`config.mk`:
```
export PLATFORM = sky130hd
export DESIGN_NAME = complex_dot_product_q15_core
export DESIGN_NICKNAME = d
export VERILOG_FILES = /design/src/cdp_pkg.sv /design/src/complex_dot_product_q15_core.sv /design/src/cdp_apb.sv
export SDC_FILE = /design/constraint.sdc
export NUM_CORES = 2
export LEC_CHECK = 0
export BUFFER_PORTS_ARGS = -buffer_cell sky130_fd_sc_hd__buf_2
export CELL_PAD_IN_SITES_DETAIL_PLACEMENT = 0
export CELL_PAD_IN_SITES_GLOBAL_PLACEMENT = 1
export CORE_MARGIN = 3
export CORE_UTILIZATION = 52
export CTS_CLUSTER_SIZE = 8
export DETAILED_ROUTE_END_ITERATION = 7
export PLACE_DENSITY = 0.86
export SLEW_MARGIN = 20
export SYNTH_ARGS = -nofsm -noshare
export SYNTH_HDL_FRONTEND = slang
export SYNTH_SLANG_ARGS = --single-unit
```
`constraint.sdc`:
```
create_clock -name clk -period 9.44 [get_ports clk]
set_input_delay 1.416 -clock clk [delete_from_list [all_inputs] [get_ports clk]]
set_output_delay 1.416 -clock clk [all_outputs]
set_load 0.005 [all_outputs]
```
`src/cdp_pkg.sv`:
```
// Shared constants, types and helpers for the complex dot-product core.
// No dependencies; imported by every module of the block.
package cdp_pkg;

    localparam int SAMPLE_W  = 16;
    localparam int TERM_W    = 32;
    localparam int SHIFT_W   = 5;
    localparam int APB_DW    = 32;
    localparam int APB_AW    = 2;

    typedef logic [APB_AW-1:0] apb_addr_t;

    // register map (byte addresses)
    localparam apb_addr_t ADDR_TERM_SHIFT = 2'd0;

    typedef logic signed [SAMPLE_W-1:0] sample_t;
    typedef logic signed [TERM_W-1:0]   term_t;
    typedef logic [SHIFT_W-1:0]         shift_t;

    // Clamp a 32-bit two's complement value to the int16 range.
    function automatic sample_t sat16(input term_t v);
        logic all_zero;
        logic all_ones;
        sample_t r;
        all_zero = (v[TERM_W-1:SAMPLE_W-1] == '0);
        all_ones = (v[TERM_W-1:SAMPLE_W-1] == '1);
        if (all_zero || all_ones)
        begin
            r = v[SAMPLE_W-1:0];
        end
        else if (v[TERM_W-1])
        begin
            r = {1'b1, {(SAMPLE_W-1){1'b0}}};
        end
        else
        begin
            r = {1'b0, {(SAMPLE_W-1){1'b1}}};
        end
        return r;
    endfunction

endpackage

```
`src/complex_dot_product_q15_core.sv`:
```
// Top level: accumulates conj(x)*y over a vector, emits saturated int16 on last.
// Depends on cdp_pkg and cdp_apb.
//
//  channel | direction | handshake                 | word
//  item    | in        | item_valid / item_stall   | x_re, x_im, y_re, y_im, last
//  result  | out       | result_valid/result_stall | result_re, result_im
//  config  | in        | APB psel/penable/pready   | term_shift at byte 0
//
// One word is taken every cycle while item_stall is low. A last word passes the
// input register, product register and term register, then accumulates into the
// output register, where its result shows. Reset clears the accumulators and term_shift.
// A held result only stalls the input once a further last word reaches the
// term register and the stages behind it are full.
module complex_dot_product_q15_core
    import cdp_pkg::*;
(
    input  logic              clk,
    input  logic              rst_n,
    input  logic              item_valid,
    output logic              item_stall,
    input  sample_t           x_re,
    input  sample_t           x_im,
    input  sample_t           y_re,
    input  sample_t           y_im,
    input  logic              last,
    output logic              result_valid,
    input  logic              result_stall,
    output sample_t           result_re,
    output sample_t           result_im,
    input  logic              psel,
    input  logic              penable,
    input  logic              pwrite,
    input  apb_addr_t         paddr,
    input  logic [APB_DW-1:0] pwdata,
    output logic [APB_DW-1:0] prdata,
    output logic              pready
);

    shift_t term_shift;

    // stage 1: input register
    logic    v1_reg;
    sample_t xr1_reg, xi1_reg, yr1_reg, yi1_reg;
    logic    last1_reg;
    // stage 2: products
    logic    v2_reg;
    term_t   prr_reg, pii_reg, pri_reg, pin_reg;
    logic    last2_reg;
    // stage 3: shifted terms
    logic    v3_reg;
    term_t   tre_reg, tim_reg;
    logic    last3_reg;
    // accumulators and result
    term_t   acc_re_reg, acc_im_reg;
    term_t   acc_re_next, acc_im_next;
    logic    out_valid_reg;
    sample_t res_re_reg, res_im_reg;

    sample_t nyr;
    term_t   p_rr, p_ii, p_ri, p_in;
    term_t   sum_re, sum_im;
    logic    consume3, ready3, ready2, ready1;

    cdp_apb u_apb (
        .clk        (clk),
        .rst_n      (rst_n),
        .psel       (psel),
        .penable    (penable),
        .pwrite     (pwrite),
        .paddr      (paddr),
        .pwdata     (pwdata),
        .prdata     (prdata),
        .pready     (pready),
        .term_shift (term_shift)
    );

    // a last word may only leave stage 3 when the output register is free
    assign consume3   = v3_reg && (!last3_reg || !out_valid_reg || !result_stall);
    assign ready3     = !v3_reg || consume3;
    assign ready2     = !v2_reg || ready3;
    assign ready1     = !v1_reg || ready2;
    assign item_stall = !ready1;

    // 16-bit negate wraps -32768 onto itself
    assign nyr  = ~yr1_reg + sample_t'(1);
    assign p_rr = xr1_reg * yr1_reg;
    assign p_ii = xi1_reg * yi1_reg;
    assign p_ri = xr1_reg * yi1_reg;
    assign p_in = xi1_reg * nyr;

    assign sum_re = prr_reg + pii_reg;
    assign sum_im = pri_reg + pin_reg;

    assign acc_re_next = acc_re_reg + tre_reg;
    assign acc_im_next = acc_im_reg + tim_reg;

    always_ff @(posedge clk or negedge rst_n)
    begin
        if (!rst_n)
        begin
            v1_reg <= 1'b0;
            v2_reg <= 1'b0;
            v3_reg <= 1'b0;
        end
        else
        begin
            if (ready1)
            begin
                v1_reg <= item_valid;
            end
            if (ready2)
            begin
                v2_reg <= v1_reg;
            end
            if (ready3)
            begin
                v3_reg <= v2_reg;
            end
        end
    end

    always_ff @(posedge clk)
    begin
        if (ready1 && item_valid)
        begin
            xr1_reg   <= x_re;
            xi1_reg   <= x_im;
            yr1_reg   <= y_re;
            yi1_reg   <= y_im;
            last1_reg <= last;
        end
        if (ready2 && v1_reg)
        begin
            prr_reg   <= p_rr;
            pii_reg   <= p_ii;
            pri_reg   <= p_ri;
            pin_reg   <= p_in;
            last2_reg <= last1_reg;
        end
        if (ready3 && v2_reg)
        begin
            tre_reg   <= sum_re >>> term_shift;
            tim_reg   <= sum_im >>> term_shift;
            last3_reg <= last2_reg;
        end
    end

    always_ff @(posedge clk or negedge rst_n)
    begin
        if (!rst_n)
        begin
            acc_re_reg    <= '0;
            acc_im_reg    <= '0;
            out_valid_reg <= 1'b0;
        end
        else
        begin
            if (consume3 && last3_reg)
            begin
                acc_re_reg    <= '0;
                acc_im_reg    <= '0;
                out_valid_reg <= 1'b1;
            end
            else
            begin
                if (consume3)
                begin
                    acc_re_reg <= acc_re_next;
                    acc_im_reg <= acc_im_next;
                end
                if (!result_stall)
                begin
                    out_valid_reg <= 1'b0;
                end
            end
        end
    end

    always_ff @(posedge clk)
    begin
        if (consume3 && last3_reg)
        begin
            res_re_reg <= sat16(acc_re_next);
            res_im_reg <= sat16(acc_im_next);
        end
    end

    assign result_valid = out_valid_reg;
    assign result_re    = res_re_reg;
    assign result_im    = res_im_reg;

endmodule

```
`src/cdp_apb.sv`:
```
// APB register file for the complex dot-product core: holds term_shift.
// Depends on cdp_pkg.
module cdp_apb
    import cdp_pkg::*;
(
    input  logic              clk,
    input  logic              rst_n,
    input  logic              psel,
    input  logic              penable,
    input  logic              pwrite,
    input  apb_addr_t         paddr,
    input  logic [APB_DW-1:0] pwdata,
    output logic [APB_DW-1:0] prdata,
    output logic              pready,
    output shift_t            term_shift
);

    shift_t term_shift_reg;
    logic   wr_en;

    assign pready = 1'b1;
    assign wr_en  = psel && penable && pwrite && (paddr == ADDR_TERM_SHIFT);

    always_ff @(posedge clk or negedge rst_n)
    begin
        if (!rst_n)
        begin
            term_shift_reg <= '0;
        end
        else if (wr_en)
        begin
            term_shift_reg <= pwdata[SHIFT_W-1:0];
        end
    end

    always_comb
    begin
        unique case (paddr)
            ADDR_TERM_SHIFT: prdata = {{(APB_DW-SHIFT_W){1'b0}}, term_shift_reg};
            default:         prdata = '0;
        endcase
    end

    assign term_shift = term_shift_reg;

endmodule

```
# Yosys cells after proc, flatten, opt, wreduce, memory -nomap -nowiden

Index checks and enable logic that the tools add are counted.

Word-level logic and storage cells: 74
Bits in registers: 364

Shift operators: 2
Reduce and logical (&&, ||, !) cells: 26
Equal/unequal tests: 3
Multipliers: 4
Muxes and demuxes: 11
Bitwise logic cells: 1
Add/sub/neg operators: 5

Operators with widths:

| operator                                       | count |
|---|---|
| adder 32 bit                                   | 4 |
| multiplier 16 x 16 -> 32 bit                   | 4 |
| two-way mux 32 bit                             | 4 |
| two-way mux 16 bit                             | 4 |
| >>> shifter 32 x 5 -> 32 bit                   | 2 |
| equality test 17 bit (second input constant)   | 2 |
| zero test 17 bit                               | 2 |
| adder 16 x 2 -> 16 bit (second input constant) | 1 |
| NOT 16 bit                                     | 1 |
| logical AND 1 bit                              | 8 |
| zero test 1 bit                                | 7 |
| logical OR 1 bit                               | 7 |
| two-way mux 5 bit                              | 1 |
| zero test 2 bit                                | 1 |
| two-way mux 1 bit                              | 2 |
| != test 2 x 1 -> 1 bit (second input constant) | 1 |
| nonzero test 2 bit                             | 1 |

# Logic depth before layout (Yosys ltp)

Word-level depth: 8
Mapped depth: 32

# Hierarchy

A second synthesis with hierarchy kept.

Cell total of the unflattened synthesis: 6786
Area total of the unflattened synthesis: 63577.2 µm²

Modules (own cells, without submodules):

| module                       | cells each | area an instance (µm²) | times used |
|---|---|---|---|
| complex_dot_product_q15_core | 6739       | 63108.0                | 1 |
| cdp_apb                      | 47         | 469.2                  | 1 |

# Least setup slack after synthesis

OpenSTA, ideal clock, no wires.

Path type: reg2reg
Start point: reg yr1_reg[1]
End point: reg pin_reg[30] (data pin)
Arrival: 7.227 ns
Cell stages (with the launch flop): 30
Path slack: 1.956 ns
Data required time: 9.182 ns
Path buffers: 1
Period minus slack after synthesis: 7.484 ns
Library setup time: 0.258 ns
Cell sequence: edfxtp_1 > inv_1 > ha_1 > nand2_1 > nor4_1 > nor2b_1 > xnor2_1 > clkbuf_1 > nand2_1 > fa_1 > inv_1 > fa_1 > inv_1 > fa_1 > inv_1 > fa_1 > fa_1 > inv_1 > fa_1 > inv_1 > ha_1 > a2111oi_0 > a211o_1 > a21oi_1 > o221ai_1 > o21ai_0 > o31a_1 > a311o_1 > a21oi_1 > xnor2_1

Cells in the longest elaborated chain, start to end: 3

Ends and longest elaborated chain:

| element                      | RTL line                            | source |
|---|---|---|
| start, declared              | complex_dot_product_q15_core.sv:43  | `sample_t xr1_reg, xi1_reg, yr1_reg, yi1_reg;` |
| start signal, assigned       | complex_dot_product_q15_core.sv:128 | `yr1_reg <= y_re;` |
| NOT 16 bit                   | complex_dot_product_q15_core.sv:85  | `assign nyr = ~yr1_reg + sample_t'(1);` |
| adder 16 x 2 -> 16 bit       | complex_dot_product_q15_core.sv:85  |  |
| multiplier 16 x 16 -> 32 bit | complex_dot_product_q15_core.sv:89  | `assign p_in = xi1_reg * nyr;` |
| net p_in[30]                 | complex_dot_product_q15_core.sv:60  | `term_t p_rr, p_ii, p_ri, p_in;` |
| end signal, assigned         | complex_dot_product_q15_core.sv:137 | `pin_reg <= p_in;` |
| end, declared                | complex_dot_product_q15_core.sv:47  | `term_t prr_reg, pii_reg, pri_reg, pin_reg;` |

The timed path passes the listed nets, and every way through them passes these cells.
A chain may end at the register's enable or synchronous reset.

# Worst setup path after layout

Same ends and word-level chain as after synthesis.

==> results by group <==
Routing
  • Vias: 45360
  • Drt drc: 0
  • Routed WL: 158.8 mm
  • DR WL/cell: 19.74 um
  • Highest metal used: met4
  • DR WL met3: 10.24 mm
  • Wire length on met1: 66.85 mm
  • Post-DR vias/cell: 5.641
  • Routed met2 length: 75.17 mm
  • Initial DRC count: 3212
  • DR pass1 iterations: 6
  • Antenna violation net count after detailed routing: 0

Final layout
  • Area delta synth->final: 5.794%
  • Final Net Count: 8092
  • Layout cells sized above 1: 6.014%
  • Fin cells: 8042
  • Commonest non-fill, non-tap cell in the layout: inv_1
  • Most frequent cells in the layout: inv_1 (1199), fa_1 (1052), nand2_1 (775), ha_1 (453), and2_1 (433)
  • ANT cells: 0
  • End-of-flow core utilization: 55.89%

Critical path
  • Crit path DAT: 9.15 ns
  • RR Startpoint: yr1_reg[1]$_DFFE_PP_
  • Reg2reg path depth: 27
  • Crit-path max FO: 10
  • Flop-to-flop setup slack: 0.71 ns
  • Crit Path Class: flip-flop to flip-flop
  • Crit start category: flip-flop
  • Worst r2r dst: pin_reg[30]$_DFFE_PP_
  • Crit path capture type: flip-flop
  • CP required: 9.86 ns

Timing
  • RSZ-0062 raised after global routing: false
  • Tightest Pin Transition: 1.226 ns
  • Clk_skew: 0.04284 ns
  • Relative slew margins: 18.28%
  • Slew Viols, Final: 0
  • Min cycle time layout: 8.729 ns
  • Final Cycle Share: 92.47%
  • Final setup fails: 0
  • Setup TNS: 0 ns
  • Maximum clock rate: 0.1146 GHz
  • Final hold violation count: 0

CTS
  • Clk_lat worst skew: 0.67 ns
  • Cts repair resizes: 0
  • CTS buffer count: 54
  • CTS tree: yes
  • Root buf cell: clkbuf_16
  • CTS H-tree depth: 2
  • Clock Sink Count: 364
  • Postcts setup bufs: 0
  • Clock slew at reported path FFs: 0.06 ns
  • Hold-fix buffers at CTS: 0
  • Clock buffer depth: 3

Yosys
  • Post-Syn Area: 0.06189 sq mm
  • Ys Warns: 0
  • Post-synthesis cell type count: 104
  • Synth Area per Inst: 9.511 sq um
  • Asr flop ratio synth: 20.05%
  • Gate count after technology mapping: 6507
  • Flops & latches, synth: 364
  • Post-synthesis sequential area ratio: 17.07%
  • Post-synth EDFFs: 291
  • Main synth FF type: edfxtp_1

Die
  • Ports: 173
  • Die ar.: 0.1232 sq mm
  • Std-Cell Core Area: 0.1171 sq mm
  • Starting Density: 52.83%
  • Die width: 351.0 um
  • Rows: 125
  • Die Ht: 351.0 um

Hold path
  • Hold depth: 0
  • Hold Startpoint: last1_reg$_DFFE_PP_
  • Worst hold path class: flip-flop to flip-flop
  • Hold endpoint: last2_reg$_DFFE_PP_

GRT
  • Vias in the first global route: 47250
  • Largest net degree at the start of global routing: 77
  • Global-route wire length before repair: 259.0 mm
  • Initial antenna violation count: 8
  • Total Routing Usage GR: 26.78%
  • GR Overflow Total: 0

Outcome
  • Status: finished clean

Placement
  • PortBufs: 117
  • DP Cell Count: 7948
  • Routability Congestion: 0.9500
  • Post-DP HPWL: 128.4 mm

Job
  • Max_cap viols: 0
## synth_stat cells, types with 16 or more instances
cell type / n / area [sq um]
a211o_1: 16 / 140.1
a211oi_1: 50 / 375.4
a21o_1: 107 / 803.3
a21oi_1: 257 / 1286
a22o_1: 26 / 227.7
a31oi_1: 30 / 187.7
and2_1: 435 / 2721
buf_1: 22 / 82.58
buf_4: 28 / 210.2
clkbuf_1: 268 / 1006
dfrtp_1: 73 / 1827
edfxtp_1: 291 / 8738
fa_1: 1052 / 21060
ha_1: 453 / 5668
inv_1: 1200 / 4504
mux2_2: 18 / 202.7
mux2i_1: 71 / 710.7
mux4_2: 24 / 540.5
nand2_1: 776 / 2913
nand2b_1: 76 / 475.5
nand3_1: 56 / 280.3
nand4_1: 28 / 175.2
nor2_1: 200 / 750.7
nor2b_1: 22 / 137.6
nor3_1: 57 / 285.3
o211ai_1: 37 / 277.8
o21a_1: 43 / 322.8
o21ai_0: 202 / 1011
o21bai_1: 28 / 210.2
o31ai_1: 18 / 135.1
or2_2: 20 / 125.1
or3_1: 22 / 137.6
xnor2_1: 185 / 1620
xor2_1: 77 / 674.4
## how the worst max path moves through the flow
stage,startpoint,endpoint,slack (ns),depth (start not counted)
after global routing,yr1_reg[1]$_DFFE_PP_,pin_reg[30]$_DFFE_PP_,0.30,27
after CTS,yr1_reg[1]$_DFFE_PP_,pin_reg[30]$_DFFE_PP_,0.78,27
after global placement,yr1_reg[8]$_DFFE_PP_,pin_reg[30]$_DFFE_PP_,0.86,25
after floorplan,yr1_reg[1]$_DFFE_PP_,pin_reg[30]$_DFFE_PP_,1.96,29
after detailed placement,yr1_reg[1]$_DFFE_PP_,pin_reg[30]$_DFFE_PP_,0.80,27
final,yr1_reg[1]$_DFFE_PP_,pin_reg[30]$_DFFE_PP_,0.71,27
## worst max-delay path: stages (launching register included)
cell      delay, ns
edfxtp_1       0.52
inv_1          0.13
ha_1           0.18
nand2_1        0.11
nor4_1         0.68
nand3b_1       0.19
xor2_1         0.59
buf_4          0.29
nand2_1        0.10
fa_1           0.55
inv_1          0.05
fa_1           0.55
fa_1           0.44
fa_1           0.48
fa_1           0.50
inv_1          0.05
fa_1           0.47
inv_1          0.04
ha_1           0.32
a21o_1         0.20
nor3_1         0.33
nand2_1        0.10
o221ai_1       0.34
o21ai_0        0.29
o31a_1         0.36
a311o_1        0.36
a21oi_1        0.17
xnor2_1        0.09
## logic make-up after synthesis
logic type	count (synthesis)	synth area share, %
buffers and inverters	1534	9.625
multiplexers	113	2.349
other	2	0.01213
flip-flops	364	17.07
XOR/XNOR	263	3.734
AND/OR/NAND/NOR	1758	13.72
AO/OA/AOI/OAI	968	10.30
adder cells (fa/ha/maj)	1505	43.19
## layout make-up
| cell class | count | area, sq um |
|---|---|---|
| inverter | 1204 | 4519 |
| tap | 1524 | 1907 |
| clock inverter | 9 | 73.82 |
| sequential | 364 | 10570 |
| clock buffer | 84 | 1515 |
| timing repair buffer | 222 | 1394 |
| fill | 10350 | 51670 |
| multi-input combinational | 4635 | 45500 |
## per-stage QoR
stage / setup WS [ns] / hold slack, ns / instance area (sq um)
floorplan: 1.956 / 0.4003 / 61990
global placement: 0.8595 / 0.4067 / 63860
detailed placement: 0.7955 / 0.4173 / 63870
CTS: 0.7773 / 0.4373 / 65460
global route: 0.3004 / 0.4422 / 65480
finish: 0.7106 / 0.4237 / 65480
## layer usage
layer	GRT usage [%]	up-vias
li1	-	20640
met1	35.92	22980
met2	44.64	1452
met3	3.594	288
met4	9.705	0
met5	0	-
Power is not shown: default switching activity piles up to over one toggle a cycle in this logic, so the estimate is an artifact.
